## src/design/rkwpc_pkg.sv

```systemverilog
// Package: payload structs, command codes and register constants for the watchdog power cycler.
package rkwpc_pkg;

    typedef enum logic [2:0] {
        CMD_TICK  = 3'd0,
        CMD_START = 3'd1,
        CMD_STOP  = 3'd2,
        CMD_KICK  = 3'd3,
        CMD_SET   = 3'd4
    } t_cmd;

    typedef enum logic [1:0] {
        CFG_TIMEOUT_MS   = 2'd0,
        CFG_OFF_TIME_MS  = 2'd1,
        CFG_STAMP_WINDOW = 2'd2
    } t_cfg_index;

    localparam int unsigned CFG_INDEX_W = 2;
    localparam int unsigned CFG_DATA_W  = 32;

    localparam logic [31:0] TIMEOUT_MS_RESET   = 32'd600000;
    localparam logic [15:0] OFF_TIME_MS_RESET  = 16'd5000;
    localparam logic [7:0]  STAMP_WINDOW_RESET = 8'd5;
    localparam logic [3:0]  SWITCHES_ALL_ON    = 4'hF;
    localparam logic [3:0]  SWITCHES_ALL_OFF   = 4'h0;
    localparam logic [2:0]  SWITCH_INDEX_MIN   = 3'd1;
    localparam logic [2:0]  SWITCH_INDEX_MAX   = 3'd4;

    typedef struct packed {
        logic [2:0]        command;
        logic [31:0]       kick_stamp;
        logic [31:0]       current_seconds;
        logic [2:0]        switch_index;
        logic signed [7:0] switch_level;
    } t_in_item;

    typedef struct packed {
        logic [3:0] switch_lines;
        logic       timer_running;
        logic       expired;
        logic       cycling;
        logic       kick_accepted;
    } t_out_item;

endpackage

```

## src/design/remote_kicked_watchdog_power_cycler.sv

```systemverilog
// Top level: watchdog countdown with remote kick check and four power switch outputs.
//
// Usage:
//   Input channel (i_in_valid / o_in_stall / i_in_data) carries one command per transfer:
//   a millisecond tick, start, stop, kick (with seconds stamp and wall time) or set switch.
//   Output channel (o_out_valid / i_out_stall / o_out_data) returns exactly one result
//   per command: switch levels, running flag, expiry pulse, off-phase flag, kick verdict.
//   Config port (i_cfg_we / i_cfg_index / i_cfg_data) writes timeout_ms, off_time_ms and
//   stamp_window; write only while no command is in flight.
// Pipeline and throughput:
//   A transfer lands in the input register and is then processed (state update plus
//   result) into the output register, from which the result is transferred. One
//   command is taken every clock while o_in_stall is low; the state update is one
//   decrement or window compare per command.
// Reset (synchronous, active low):
//   Registers go to 600000 / 5000 / 5, countdown stopped, no off phase, all switches high.
// Stall:
//   When i_out_stall holds a pending result, the stage behind it freezes; o_in_stall
//   rises only when the input register is also occupied, so one result can wait while
//   the next command is already taken.
module remote_kicked_watchdog_power_cycler (
    input  logic                                     i_clk,
    input  logic                                     i_rst_n,
    input  logic                                     i_in_valid,
    output logic                                     o_in_stall,
    input  rkwpc_pkg::t_in_item                      i_in_data,
    output logic                                     o_out_valid,
    input  logic                                     i_out_stall,
    output rkwpc_pkg::t_out_item                     o_out_data,
    input  logic                                     i_cfg_we,
    input  logic [rkwpc_pkg::CFG_INDEX_W-1:0]        i_cfg_index,
    input  logic [rkwpc_pkg::CFG_DATA_W-1:0]         i_cfg_data
);

    // Configuration registers
    logic [31:0] r_timeout_ms;
    logic [15:0] r_off_time_ms;
    logic [7:0]  r_stamp_window;

    // Watchdog state
    logic [31:0] r_countdown,  n_countdown;
    logic        r_running,    n_running;
    logic        r_in_cycle,   n_in_cycle;
    logic [15:0] r_off_count,  n_off_count;
    logic [3:0]  r_switches,   n_switches;

    // Pipeline registers
    logic                 r_s1_valid;
    rkwpc_pkg::t_in_item  r_s1;
    logic                 r_out_valid;
    rkwpc_pkg::t_out_item r_out, n_out;

    logic out_free;
    logic s1_fire;
    logic in_fire;

    // Kick window check
    logic [31:0] kick_diff;
    logic [31:0] kick_diff_inv;
    logic [8:0]  kick_neg_mag;
    logic        kick_in_window;

    // Switch decode
    logic [1:0]  sw_bit;
    logic        sw_index_ok;
    logic        sw_on;

    assign out_free   = !r_out_valid || !i_out_stall;
    assign s1_fire    = r_s1_valid && out_free;
    assign o_in_stall = r_s1_valid && !out_free;
    assign in_fire    = i_in_valid && !o_in_stall;

    assign o_out_valid = r_out_valid;
    assign o_out_data  = r_out;

    // Configuration writes
    always_ff @(posedge i_clk) begin
        if (!i_rst_n) begin
            r_timeout_ms   <= rkwpc_pkg::TIMEOUT_MS_RESET;
            r_off_time_ms  <= rkwpc_pkg::OFF_TIME_MS_RESET;
            r_stamp_window <= rkwpc_pkg::STAMP_WINDOW_RESET;
        end else if (i_cfg_we) begin
            unique case (i_cfg_index)
                rkwpc_pkg::CFG_TIMEOUT_MS:   r_timeout_ms   <= i_cfg_data;
                rkwpc_pkg::CFG_OFF_TIME_MS:  r_off_time_ms  <= i_cfg_data[15:0];
                rkwpc_pkg::CFG_STAMP_WINDOW: r_stamp_window <= i_cfg_data[7:0];
                default: ;
            endcase
        end
    end

    // Kick accepted when |stamp - now| < window. Window is at most 255, so only
    // differences whose upper 24 bits are all zeros or all ones can pass.
    // A negative difference has magnitude ~diff + 1; the most negative value
    // never passes since its upper bits are not all zeros after inversion.
    assign kick_diff     = r_s1.kick_stamp - r_s1.current_seconds;
    assign kick_diff_inv = ~kick_diff;
    assign kick_neg_mag  = {1'b0, kick_diff_inv[7:0]} + 9'd1;

    always_comb begin
        if (!kick_diff[31]) begin
            kick_in_window = (kick_diff[31:8] == 24'd0) && (kick_diff[7:0] < r_stamp_window);
        end else begin
            kick_in_window = (kick_diff_inv[31:8] == 24'd0)
                          && (kick_neg_mag < {1'b0, r_stamp_window});
        end
    end

    assign sw_index_ok = (r_s1.switch_index >= rkwpc_pkg::SWITCH_INDEX_MIN)
                      && (r_s1.switch_index <= rkwpc_pkg::SWITCH_INDEX_MAX);
    assign sw_bit      = 2'(r_s1.switch_index - rkwpc_pkg::SWITCH_INDEX_MIN);
    assign sw_on       = (r_s1.switch_level > 8'sd0);

    // Process one command: update state and form the result
    always_comb begin
        n_countdown = r_countdown;
        n_running   = r_running;
        n_in_cycle  = r_in_cycle;
        n_off_count = r_off_count;
        n_switches  = r_switches;
        n_out       = '0;

        unique case (r_s1.command)
            rkwpc_pkg::CMD_TICK: begin
                if (r_in_cycle) begin
                    if (r_off_count <= 16'd1) begin
                        // Off phase over: power back on, restart countdown
                        n_off_count = 16'd0;
                        n_in_cycle  = 1'b0;
                        n_switches  = rkwpc_pkg::SWITCHES_ALL_ON;
                        n_countdown = r_timeout_ms;
                        n_running   = 1'b1;
                    end else begin
                        n_off_count = r_off_count - 16'd1;
                    end
                end else if (r_running) begin
                    if (r_countdown <= 32'd1) begin
                        // Expiry: drop all switches and enter off phase
                        n_countdown   = 32'd0;
                        n_running     = 1'b0;
                        n_in_cycle    = 1'b1;
                        n_off_count   = r_off_time_ms;
                        n_switches    = rkwpc_pkg::SWITCHES_ALL_OFF;
                        n_out.expired = 1'b1;
                    end else begin
                        n_countdown = r_countdown - 32'd1;
                    end
                end
            end
            rkwpc_pkg::CMD_START: begin
                if (!r_in_cycle) begin
                    n_countdown = r_timeout_ms;
                    n_running   = 1'b1;
                end
            end
            rkwpc_pkg::CMD_STOP: begin
                if (!r_in_cycle) begin
                    n_running = 1'b0;
                end
            end
            rkwpc_pkg::CMD_KICK: begin
                if (!r_in_cycle && kick_in_window) begin
                    n_countdown         = r_timeout_ms;
                    n_running           = 1'b1;
                    n_out.kick_accepted = 1'b1;
                end
            end
            rkwpc_pkg::CMD_SET: begin
                if (!r_in_cycle && sw_index_ok) begin
                    n_switches[sw_bit] = sw_on;
                end
            end
            default: ;  // undefined codes: no change
        endcase

        n_out.switch_lines  = n_switches;
        n_out.timer_running = n_running;
        n_out.cycling       = n_in_cycle;
    end

    // Control state and watchdog state
    always_ff @(posedge i_clk) begin
        if (!i_rst_n) begin
            r_s1_valid  <= 1'b0;
            r_out_valid <= 1'b0;
            r_countdown <= 32'd0;
            r_running   <= 1'b0;
            r_in_cycle  <= 1'b0;
            r_off_count <= 16'd0;
            r_switches  <= rkwpc_pkg::SWITCHES_ALL_ON;
        end else begin
            // Input register: take a new transfer whenever it empties or advances
            if (in_fire) begin
                r_s1_valid <= 1'b1;
            end else if (s1_fire) begin
                r_s1_valid <= 1'b0;
            end
            // Output register: load on process, drop when taken
            if (s1_fire) begin
                r_out_valid <= 1'b1;
            end else if (!i_out_stall) begin
                r_out_valid <= 1'b0;
            end
            if (s1_fire) begin
                r_countdown <= n_countdown;
                r_running   <= n_running;
                r_in_cycle  <= n_in_cycle;
                r_off_count <= n_off_count;
                r_switches  <= n_switches;
            end
        end
    end

    // Payload registers
    always_ff @(posedge i_clk) begin
        if (in_fire) begin
            r_s1 <= i_in_data;
        end
        if (s1_fire) begin
            r_out <= n_out;
        end
    end

endmodule

```

## config.mk

```make
export PLATFORM = sky130hd
export DESIGN_NAME = remote_kicked_watchdog_power_cycler
export DESIGN_NICKNAME = d
export VERILOG_FILES = /design/src/design/rkwpc_pkg.sv /design/src/design/remote_kicked_watchdog_power_cycler.sv
export SDC_FILE = /design/constraint.sdc
export NUM_CORES = 1
export LEC_CHECK = 0
export BUFFER_PORTS_ARGS = -buffer_cell sky130_fd_sc_hd__buf_4
export CORE_ASPECT_RATIO = 0.7
export CORE_MARGIN = 4
export CORE_UTILIZATION = 30
export CTS_CLUSTER_DIAMETER = 30
export DETAILED_ROUTE_END_ITERATION = 10
export PLACE_DENSITY = 0.51
export SYNTH_ARGS = -nofsm -noshare
export SYNTH_HDL_FRONTEND = slang
export SYNTH_SLANG_ARGS = --single-unit
```

## constraint.sdc

```tcl
create_clock -name i_clk -period 4.9 [get_ports i_clk]
set_clock_uncertainty 0.05 [all_clocks]
set_input_delay 0.98 -clock i_clk [delete_from_list [all_inputs] [get_ports i_clk]]
set_output_delay 0.98 -clock i_clk [all_outputs]
set_load 0.03 [all_outputs]
```

==> qor.csv, run 1 <==
stage;metric;value;unit
setup_path;Crit Path Max Fanout;8;
status;status;complete, no violations;
power;Power Internal;0.00304;W
finish;Synth-to-Final Area Change;21.4;%
grt;vias in the first global route;9567;
setup_path;R2R Path End;r_countdown[3];
floorplan;die area;40800;sq um
timing;Final min period;4830;ps
power;sw power;0.00151;W
setup_path;Critical Path End Type;register;
synth;Yosys reg bits;198;
floorplan;Die Span X;240;um
grt;antenna violations before repair;0;
synth;post-synthesis net count;1452;
synth;largest family of logic cells by synthesized area;compound AO/OA/AOI/OAI gates;
synth;post-synthesis compound-gate area fraction;21.0;%
synth;ys async rst share;0;%
power;P per Cell Area;332;nW/um^2
min_path;worst min path class;reg2reg;
power;Pleak;5.28;nW
place;pre-CTS WS;-153;ps
synth;area leader, netlist;edfxtp_1;
finish;nets@finish;1565;
route;Pre-Repair DR Iteration Count;5;
finish;commonest non-fill, non-tap cell in the layout;nand2_1;
route;routed len/inst;17.3;um
setup_path;Data arrival, critical path;5110;ps
grt;grt ovf;0;
route;Final ANT Viol Nets;0;
grt;gr usage total;15.7;%
finish;Fill cells;3815;
setup_path;Setup crit end;r_countdown[3];
clock_tree;clock sink count;198;
floorplan;Core Area;37100;sq um
route;via count;10000;
setup_path;R2R setup slack;70;ps
clock_tree;CTS tree;yes;
setup_path;nature of the critical path startpoint;register;
route;final wirelength;32800;um
floorplan;Initial Utilization;30.4;%
synth;Unique masters post-synth;88;
clock_tree;clock buffer count from CTS;17;
synth;Post-Synth XOR/XNOR Area;3.42;%
place;Buffers on Ports;126;
clock_tree;CTS H-tree depth;4;
synth;Synth area leaders;edfxtp_1 23%, dfxtp_1 20%, nand2_1 6.4%;
clock_tree;Hold Buf Count CTS;0;
power;Pwr Total;0.00455;W
floorplan;# rows;59;
clock_tree;worst skew pair latency;450;ps
timing;Final Hold Violating Endpoints;0;
clock_tree;Clock Pin Slew Worst Setup and Hold Paths;80;ps
timing;Worst-Margin Slew;1010;ps
synth;YS warnings;0;
synth;Synth top area share;22.9;%
floorplan;Die Span Y;170;um
synth;Syn Std Cell Area;11300;sq um
timing;fin. max-slew vios;0;
setup_path;CP Data Required Time;5180;ps
synth;Top FF cell, synth;dfxtp_1;
power;peak supply drop;264;uV
setup_path;Worst R2R Start;r_s1[43];
power;Comb power frac;27.2;%
finish;Antenna Cells;0;
grt;largest net degree at the start of global routing;51;
route;Vias/cell;5.28;
timing;fmax;207;MHz
synth;mux cell area share after synthesis;1.42;%
clock_tree;Clock Root Buffer;clkbuf_16;
setup_path;Worst Path Class, Setup;reg2reg;
clock_tree;clk buf depth;2;
synth;Post-synth EDFFs;86;
finish;layout cells sized above 1;18.2;%
timing;Final Cycle Share;98.5;%
synth;post-synthesis sequential area ratio;42.8;%
power;Seq pwr share;40.5;%
power;Clock power frac;32.3;%
place;Post-DP HPWL;23800;um
synth;Avg Cell Area, Syn;8.79;sq um
setup_path;Worst R2R Path Depth;22;
synth;Synth Area in Adders;5.72;%
synth;synthesized instance count;1284;
timing;RSZ-0062 raised after global routing;yes;
timing;# setup viols final;0;
flow_run;Max-Cap Viols;0;
finish;Final Core Density;36.9;%
route;Initial DRC Count;853;
grt;first-pass GRT wire length;51600;um
place;GPL Wtd Cong;0.868;
power;Sw Share;33.3;%
finish;most frequent cells in the layout;191 x nand2_1, 156 x buf_4, 112 x dfxtp_1;
floorplan;boundary pin count;127;
setup_path;Critical path origin;r_s1[43];
synth;Post-Synth Simple-Gate Area;20.9;%
timing;final worst setup slack;73.8;ps
route;DRC Markers;0;
timing;Slew HR;33.0;%
-- worst min-delay path by stage --
stage / from / to / slack [ps] / cells after the start
after floorplan: r_off_time_ms[2] / r_off_time_ms[2] / 390 / 2
after global placement: r_off_time_ms[4] / r_off_time_ms[4] / 400 / 2
after detailed placement: r_off_time_ms[6] / r_off_time_ms[6] / 400 / 2
after CTS: r_off_time_ms[6] / r_off_time_ms[6] / 410 / 2
after global routing: r_off_time_ms[4] / r_off_time_ms[4] / 430 / 2
final: r_off_time_ms[6] / r_off_time_ms[6] / 410 / 2
-- metrics by stage --
stage	hold WS, ps	TNS, ps	cell area (sq um)	std cells
global route	425	-4020	13700	1898
global placement	397	-3760	12800	1858
CTS	410	-31.8	13400	1890
detailed placement	399	-3620	12800	1858
finish	409	0	13700	1898
floorplan	386	0	11300	1284
-- synthesized netlist by cell type, drive strengths merged (8+ instances only) --
library cell and instances:
and3 10, nor3 45, o211ai 20, nand2b 8
nand2 191, xor2 20, nor4 20, dfxtp 112
a31oi 12, a22oi 9, or3 8, inv 62
nand4 21, nor2 88, a221oi 14, xnor2 24
o21ai 71, mux2i 16, a211oi 16, nand3 46
o31ai 10, a21oi 114, buf 20, clkbuf 51
ha 50, edfxtp 86, o21a 12
-- power groups by stage --
| stage | registers (W) | clock network (W) | logic [W] |
|---|---|---|---|
| after floorplan | 0.00187 | 0 | 0.000800 |
| after global placement | 0.00188 | 0 | 0.00116 |
| after detailed placement | 0.00188 | 0 | 0.00116 |
| after CTS | 0.00184 | 0.00152 | 0.00117 |
| after global routing | 0.00185 | 0.00158 | 0.00137 |
| final | 0.00184 | 0.00147 | 0.00124 |
-- what timing repair did --
action	4_1_cts	5_1_grt
cloned	0	2
hold endpoints to repair	0	0
pin swaps	2	21
resized for setup	5	32
endpoints found under the setup margin	32	35
setup buffers	0	6
-- metal layers --
layer	global-route usage, %	vias to the layer above	routed length, um
met2	22.1	296	13300
met1	24.5	4764	17100
met3	3.40	21	1960
li1	-	4949	-
met5	0	-	0
met4	3.64	0	337
-- area by class of cell --
class / count / area (sq um) / area share, %
sequential: 198 / 4820 / 35.2
clock buffer: 19 / 454 / 3.32
inverter: 64 / 240 / 1.75
tap: 488 / 611 / 4.46
clock inverter: 13 / 156 / 1.14
multi-input combinational: 951 / 6090 / 44.5
timing repair buffer: 165 / 1320 / 9.62
-- critical path: stages (launching register included) --
cell,delay (ps)
edfxtp_1,360
inv_1,60
ha_2,170
inv_2,40
fa_2,360
a21o_1,190
a21oi_2,130
xor2_1,150
inv_1,70
or3_4,370
xor2_1,160
ha_1,330
nor2b_4,140
o311ai_4,260
buf_4,160
and3_1,130
nand4b_1,110
or4_4,450
o311ai_4,350
nand3_4,200
clkbuf_16,230
a221oi_2,170
nor3_1,60
-- flip-flops by register name, indices dropped and copies added (netlist names) --
register / cells
r_s1: 78
r_countdown: 32
r_timeout_ms: 32
r_off_count: 16
r_off_time_ms: 16
o_out_data: 8
r_stamp_window: 8
r_switches: 4
o_out_valid: 1
r_in_cycle: 1
r_running: 1
r_s1_valid: 1
-- kinds of logic (layout without fill, tap and decap cells) --
kind of cell / count (synthesis) / count (layout)
muxes: 16 / 16
buffers and inverters: 135 / 261
and+or+nand+nor: 491 / 491
adders and majority gates: 51 / 51
DFF: 198 / 198
xor gates and xnor gates: 44 / 44
AOI/OAI and AO/OA: 349 / 349
No activity file was read; power rests on OpenSTA's default activity.
==> run 2, diff against run 1 <==
ABC_AREA = 1   (was unset)
GPL_TIMING_DRIVEN = 0   (was unset)
REMOVE_ABC_BUFFERS = 1   (was unset)
==> qor.csv, run 2 <==
stage;metric;value;unit;change
status;status;complete, no violations;;
synth;Unique masters post-synth;47;;-47%
synth;ys async rst share;0;%;unchanged
clock_tree;CTS H-tree depth;4;;unchanged
place;Inst Count DP;2265;;+22%
timing;Worst-Margin Slew;1220;ps;+216 ps
synth;area leader, netlist;edfxtp_1;;
synth;Post-synth top cells;417 x nand2_1, 233 x inv_1, 226 x nor2_1, 116 x a21oi_1, 112 x dfxtp_1;;
finish;Top Registers;r_s1 x78, r_countdown x32, r_timeout_ms x32;;
synth;Post-Synth Simple-Gate Area;29.6;%;+8.7 points
finish;max reg flops;78;;unchanged
timing;Slew HR;18.6;%;-14 points
grt;first-pass GRT wire length;52700;um;+2.1%
route;final wirelength;33200;um;+1.2%
setup_path;Crit. path cell count;30;;+36%
finish;Fill cells;4154;;+8.9%
power;Pwr Total;0.00440;W;-3.3%
floorplan;boundary pin count;127;;unchanged
finish;Synth-to-Final Area Change;18.9;%;
finish;most frequent cells in the layout;417 x nand2_1, 232 x inv_1, 226 x nor2_1;;
finish;layout cells sized above 1;11.2;%;-7.0 points
setup_path;Critical Path End Type;register;;
power;peak supply drop;241;uV;-8.9%
synth;Avg Cell Area, Syn;7.14;sq um;-19%
setup_path;Worst Path Class, Setup;reg2reg;;
route;routed len/inst;14.4;um;-17%
place;GPL Wtd Cong;0.864;;-0.45%
setup_path;Worst R2R Path Depth;30;;+36%
finish;Antenna Cells;0;;unchanged
route;met3 WL;2220;um;+13%
synth;Synth top area share;21.9;%;-0.95 points
synth;most instantiated library cell after synthesis;nand2_1;;
setup_path;Setup crit end;r_countdown[5];;
clock_tree;Clock Root Buffer;clkbuf_16;;
setup_path;most common cell type on the critical path;nand2_1;;
route;Pre-Repair DR Iteration Count;5;;unchanged
setup_path;Max stage delay on crit path;450;ps;about the same
power;P per Cell Area;314;nW/um^2;-5.4%
finish;Finished Layout Cells;2303;;+21%
clock_tree;clock buffer count from CTS;17;;unchanged
synth;Post-Synth XOR/XNOR Area;3.56;%;+0.15 points
floorplan;Die Span X;245;um;+2.1%
route;Initial DRC Count;932;;+9.3%
flow_run;Max-Cap Viols;0;;unchanged
setup_path;Data arrival, critical path;4550;ps;-560 ps
clock_tree;CTS tree;yes;;
floorplan;die area;42500;sq um;+4.2%
synth;synthesized instance count;1649;;+28%
synth;Top FF cell, synth;dfxtp_1;;
timing;Final Cycle Share;86.6;%;-12 points
timing;# setup viols final;0;;unchanged
setup_path;R2R setup slack;660;ps;+580 ps
grt;vias in the first global route;10100;;+5.3%
route;Final ANT Viol Nets;0;;unchanged
grt;gr usage total;15.3;%;-0.41 points
setup_path;Critical path origin;r_s1[11];;
setup_path;Worst R2R Start;r_s1[11];;
setup_path;R2R Path End;r_countdown[5];;
finish;Most flops, register;r_s1;;
floorplan;Core Area;38600;sq um;+3.9%
finish;Final Core Density;36.3;%;-0.62 points
timing;Final min period;4240;ps;-584 ps
clock_tree;worst skew pair latency;460;ps;about the same
route;Vias/cell;4.64;;-12%
route;routed length on met2;12900;um;-3.0%
setup_path;CP top delay family;simple AND/OR/NAND/NOR gates;;
synth;YS warnings;0;;unchanged
route;DRC Markers;0;;unchanged
grt;grt ovf;0;;unchanged
synth;post-synthesis sequential area ratio;41.0;%;-1.8 points
synth;Post-synth EDFFs;86;;unchanged
route;via count;10700;;+6.4%
timing;Final Hold Violating Endpoints;0;;unchanged
floorplan;Initial Utilization;30.5;%;+0.12 points
grt;antenna violations before repair;1;;+1
clock_tree;clock sink count;198;;unchanged
synth;Yosys reg bits;198;;unchanged
grt;largest net degree at the start of global routing;104;;+100%
setup_path;Crit Path Max Fanout;15;;+7
setup_path;Critical path buffers and inverters;6;;+1
floorplan;# rows;60;;+1.7%
floorplan;Die Span Y;174;um;+2.0%
setup_path;CP max stage cell;fa_1;;
min_path;worst min path class;reg2reg;;
route;Metal-1 WL;17600;um;+3.0%
finish;commonest non-fill, non-tap cell in the layout;nand2_1;;
power;Pleak;6.76;nW;+28%
synth;Syn Std Cell Area;11800;sq um;+4.3%
timing;fmax;236;MHz;+14%
clock_tree;Clock Pin Slew Worst Setup and Hold Paths;80;ps;about the same
synth;mux cell area share after synthesis;0;%;-1.4 points
setup_path;nature of the critical path startpoint;register;;
synth;Synth area leaders;edfxtp_1 22%, dfxtp_1 19%, nand2_1 13%;;
synth;Synth Area in Adders;5.48;%;-0.24 points
synth;post-synthesis compound-gate area fraction;10.8;%;-10 points
synth;largest family of logic cells by synthesized area;simple AND/OR/NAND/NOR gates;;
finish;nets@finish;1931;;+23%
setup_path;CP Data Required Time;5200;ps;+20 ps
clock_tree;clk buf depth;2;;unchanged
place;Post-DP HPWL;24500;um;+3.3%
route;Highest Signal Layer;met5;;
place;Buffers on Ports;126;;unchanged
timing;fin. max-slew vios;0;;unchanged
[run 2: metrics by stage]
step / area, sq um / setup TNS, ps / setup slack [ps] / hold slack (ps)
after floorplan: 11600 / 0 / 456 / 379
after global placement: 13200 / -48560 / -1210 / 392
after detailed placement: 13300 / 0 / 80.6 / 402
after CTS: 13900 / 0 / 53.0 / 416
after global routing: 14000 / -5.45 / -5.45 / 445
final: 14000 / 0 / 657 / 410
[run 2: layout make-up]
class	instances	area [sq um]	area share, %
multi-input combinational	1166	5910	42.2
sequential	198	4820	34.5
timing repair buffer	136	1080	7.74
inverter	244	918	6.56
tap	527	659	4.71
clock buffer	18	450	3.22
clock inverter	14	154	1.10
[run 2: worst min path at each step]
stage                           from               end  slack, ps  cells past startpoint
floorplan           r_off_time_ms[7]  r_off_time_ms[7]        380                      2
global placement     r_timeout_ms[8]   r_timeout_ms[8]        390                      2
detailed placement   r_timeout_ms[8]   r_timeout_ms[8]        400                      2
CTS                 r_timeout_ms[30]  r_timeout_ms[30]        420                      2
global route        r_timeout_ms[31]  r_timeout_ms[31]        440                      2
finish              r_timeout_ms[30]  r_timeout_ms[30]        410                      2
[run 2: cell families after synthesis]
group           Yosys count
compound gates          235
xor+xnor                 47
fa+ha+maj                51
buf+inv                 287
flops                   198
simple gates            831
[run 2: where the power goes]
group	internal, W	switching [W]	leakage, nW
sequential	0.00181	0.0000450	1.75
combinational	0.000406	0.000683	4.71
clock	0.000717	0.000739	0.298
total	0.00293	0.00147	6.76
[run 2: worst min-delay path: cells and delay by family, from the launching register on]
family	cells	cell delay [ps]
flip-flops	1	300
buffers and inverters	1	60
AO/OA/AOI/OAI	1	50
[run 2: layer usage]
| metal | vias to the layer above | GRT usage (%) |
|---|---|---|
| li1 | 5554 | - |
| met1 | 4862 | 24.0 |
| met2 | 236 | 21.1 |
| met3 | 22 | 3.66 |
| met4 | 2 | 3.14 |
| met5 | - | 0 |
[run 2: repair_timing]
| action | 4_1_cts | 5_1_grt |
|---|---|---|
| gates resized for setup | 0 | 5 |
| hold buffers | 0 | 0 |
| setup endpoints to repair | 0 | 32 |
| setup buffers | 0 | 4 |
==> run 3, diff against run 2 <==
CORE_ASPECT_RATIO = 1.4   (was 0.7)
==> qor.csv, run 3 (synthesis gave the netlist of run 2 again) <==
stage;metric;value;unit;change
status;status;complete, no violations;;
timing;setup TNS;0;ps;unchanged
clock_tree;Hold Buf Count CTS;0;;unchanged
floorplan;Die Span Y;242;um;+40%
floorplan;boundary pin count;127;;unchanged
setup_path;CP Data Required Time;5220;ps;+20 ps
grt;grt ovf;0;;unchanged
clock_tree;CTS tree;yes;;
finish;sequential cell area;4820;sq um;unchanged
clock_tree;worst skew pair latency;470;ps;about the same
timing;Final Hold Violating Endpoints;0;;unchanged
finish;commonest non-fill, non-tap cell in the layout;nand2_1;;
floorplan;Initial Utilization;30.5;%;about the same
finish;Most flops, register;r_s1;;
route;routed len/inst;14.5;um;+0.82%
setup_path;Data arrival, critical path;4610;ps;+60 ps
clock_tree;clock buffer count from CTS;17;;unchanged
place;Post-DP HPWL;25000;um;+1.9%
setup_path;most common cell type on the critical path;nand2_1;;
min_path;hold depth;2;;unchanged
finish;Top Registers;r_s1 x78, r_countdown x32, r_timeout_ms x32;;
flow_run;Max-Cap Viols;0;;unchanged
route;via count;10700;;-0.0094%
grt;gr usage total;15.5;%;+0.12 points
setup_path;CP max stage cell;fa_1;;
timing;fin. max-slew vios;0;;unchanged
route;Final ANT Viol Nets;0;;unchanged
route;DRC Markers;0;;unchanged
clock_tree;clk buf depth;2;;unchanged
min_path;HP Start;r_timeout_ms[26];;
clock_tree;Clock Root Buffer;clkbuf_16;;
floorplan;# rows;85;;+42%
timing;Worst-Margin Slew;1240;ps;+16.0 ps
setup_path;Crit Path Max Fanout;9;;-6
power;Pwr Total;0.00438;W;-0.51%
route;Highest Signal Layer;met4;;
setup_path;Worst R2R Path Depth;30;;unchanged
power;peak supply drop;238;uV;-1.3%
route;routed length on met2;18100;um;+40%
timing;Final Cycle Share;87.7;%;+1.1 points
route;Metal-1 WL;13100;um;-25%
timing;Slew HR;17.2;%;-1.4 points
route;final wirelength;33400;um;+0.60%
grt;largest net degree at the start of global routing;104;;unchanged
setup_path;nature of the critical path startpoint;register;;
floorplan;die area;42500;sq um;about the same
timing;RSZ-0062 raised after global routing;no;;
timing;final worst setup slack;603;ps;-54.0 ps
timing;# setup viols final;0;;unchanged
timing;Final min period;4300;ps;+54.0 ps
clock_tree;CTS H-tree depth;4;;unchanged
setup_path;Max stage delay on crit path;470;ps;+20 ps
setup_path;R2R Path End;r_countdown[31];;
power;P per Cell Area;313;nW/um^2;-0.46%
route;Vias/cell;4.65;;+0.21%
finish;Antenna Cells;0;;unchanged
finish;max reg flops;78;;unchanged
route;Pre-Repair DR Iteration Count;5;;unchanged
timing;fmax;233;MHz;-1.3%
finish;footprint of the multi-input gates;5910;sq um;unchanged
route;met3 WL;1090;um;-51%
setup_path;Worst R2R Start;r_s1[11];;
floorplan;Core Area;38600;sq um;about the same
route;Initial DRC Count;582;;-38%
setup_path;Critical Path End Type;register;;
finish;Fill cells;4120;;-0.82%
finish;layout cells sized above 1;11.2;%;unchanged
clock_tree;clock sink count;198;;unchanged
floorplan;Die Span X;175;um;-28%
grt;antenna violations before repair;0;;-1
clock_tree;Clock Pin Slew Worst Setup and Hold Paths;80;ps;about the same
finish;nets@finish;1931;;unchanged
power;Pleak;6.76;nW;about the same
setup_path;R2R setup slack;600;ps;-50 ps
grt;first-pass GRT wire length;52700;um;about the same
finish;Synth-to-Final Area Change;18.8;%;about the same
place;Buffers on Ports;126;;unchanged
place;Inst Count DP;2260;;-0.22%
place;GPL Wtd Cong;0.870;;+0.69%
min_path;worst min-delay path endpoint;r_timeout_ms[26];;
finish;most frequent cells in the layout;417 x nand2_1, 232 x inv_1, 226 x nor2_1;;
setup_path;Worst Path Class, Setup;reg2reg;;
place;pre-CTS WS;-86.5;ps;-167 ps
min_path;worst min path class;reg2reg;;
finish;Finished Layout Cells;2298;;-0.22%
grt;vias in the first global route;10400;;+3.4%
timing;hold_ws;412;ps;+1.89 ps
-- run 3: how the worst max path moves through the flow --
stage	from	endpoint	slack, ps	depth (start not counted)
final	r_s1[11]	r_countdown[31]	600	30
after CTS	r_s1[11]	r_countdown[29]	230	30
after floorplan	i_out_stall	r_countdown[0]	460	8
after global placement	i_out_stall	r_countdown[25]	-1270	10
after detailed placement	r_s1[11]	r_countdown[29]	-90	30
after global routing	r_s1[11]	r_countdown[27]	80	30
-- run 3: per-layer routing --
layer | track usage (%) | vias to the layer above
met1 | 16.5 | 4905
li1 | - | 5543
met5 | 0 | -
met3 | 2.53 | 46
met2 | 29.6 | 181
met4 | 6.65 | 0
-- run 3: report_power, final --
part	leakage, nW	switching (W)	internal (W)
Clock	0.296	0.000747	0.000693
Combinational	4.71	0.000676	0.000406
Sequential	1.75	0.0000450	0.00181
-- run 3: repair_timing --
action	4_1_cts	5_1_grt
gates cloned	0	2
endpoints found under the setup margin	4	32
gates resized for setup	1	4
pin swaps	0	1
setup buffers	0	4
-- run 3: cell type report --
| class | count | area share [%] |
|---|---|---|
| Clock buffer | 17 | 3.04 |
| Clock inverter | 15 | 1.25 |
| Multi-Input combinational cell | 1166 | 42.2 |
| Sequential cell | 198 | 34.5 |
| Inverter | 244 | 6.56 |
| Timing Repair Buffer | 136 | 7.77 |
| Tap cell | 522 | 4.67 |
-- run 3: worst max-delay path: cells and delay by family, from the launching register on --
kind            cells  cell delay (ps)
compound gates      1              170
fa+ha+maj           4             1130
buf+inv             6              530
flops               1              380
simple gates       19             1930
-- run 3: metrics by stage --
step           instance area [sq um]  utilization, %
2_1_floorplan                  11600               -
3_3_place_gp                   13200            34.1
3_5_place_dp                   13300            34.5
4_1_cts                        13900            36.0
5_1_grt                        14000            36.2
6_report                       14000            36.2
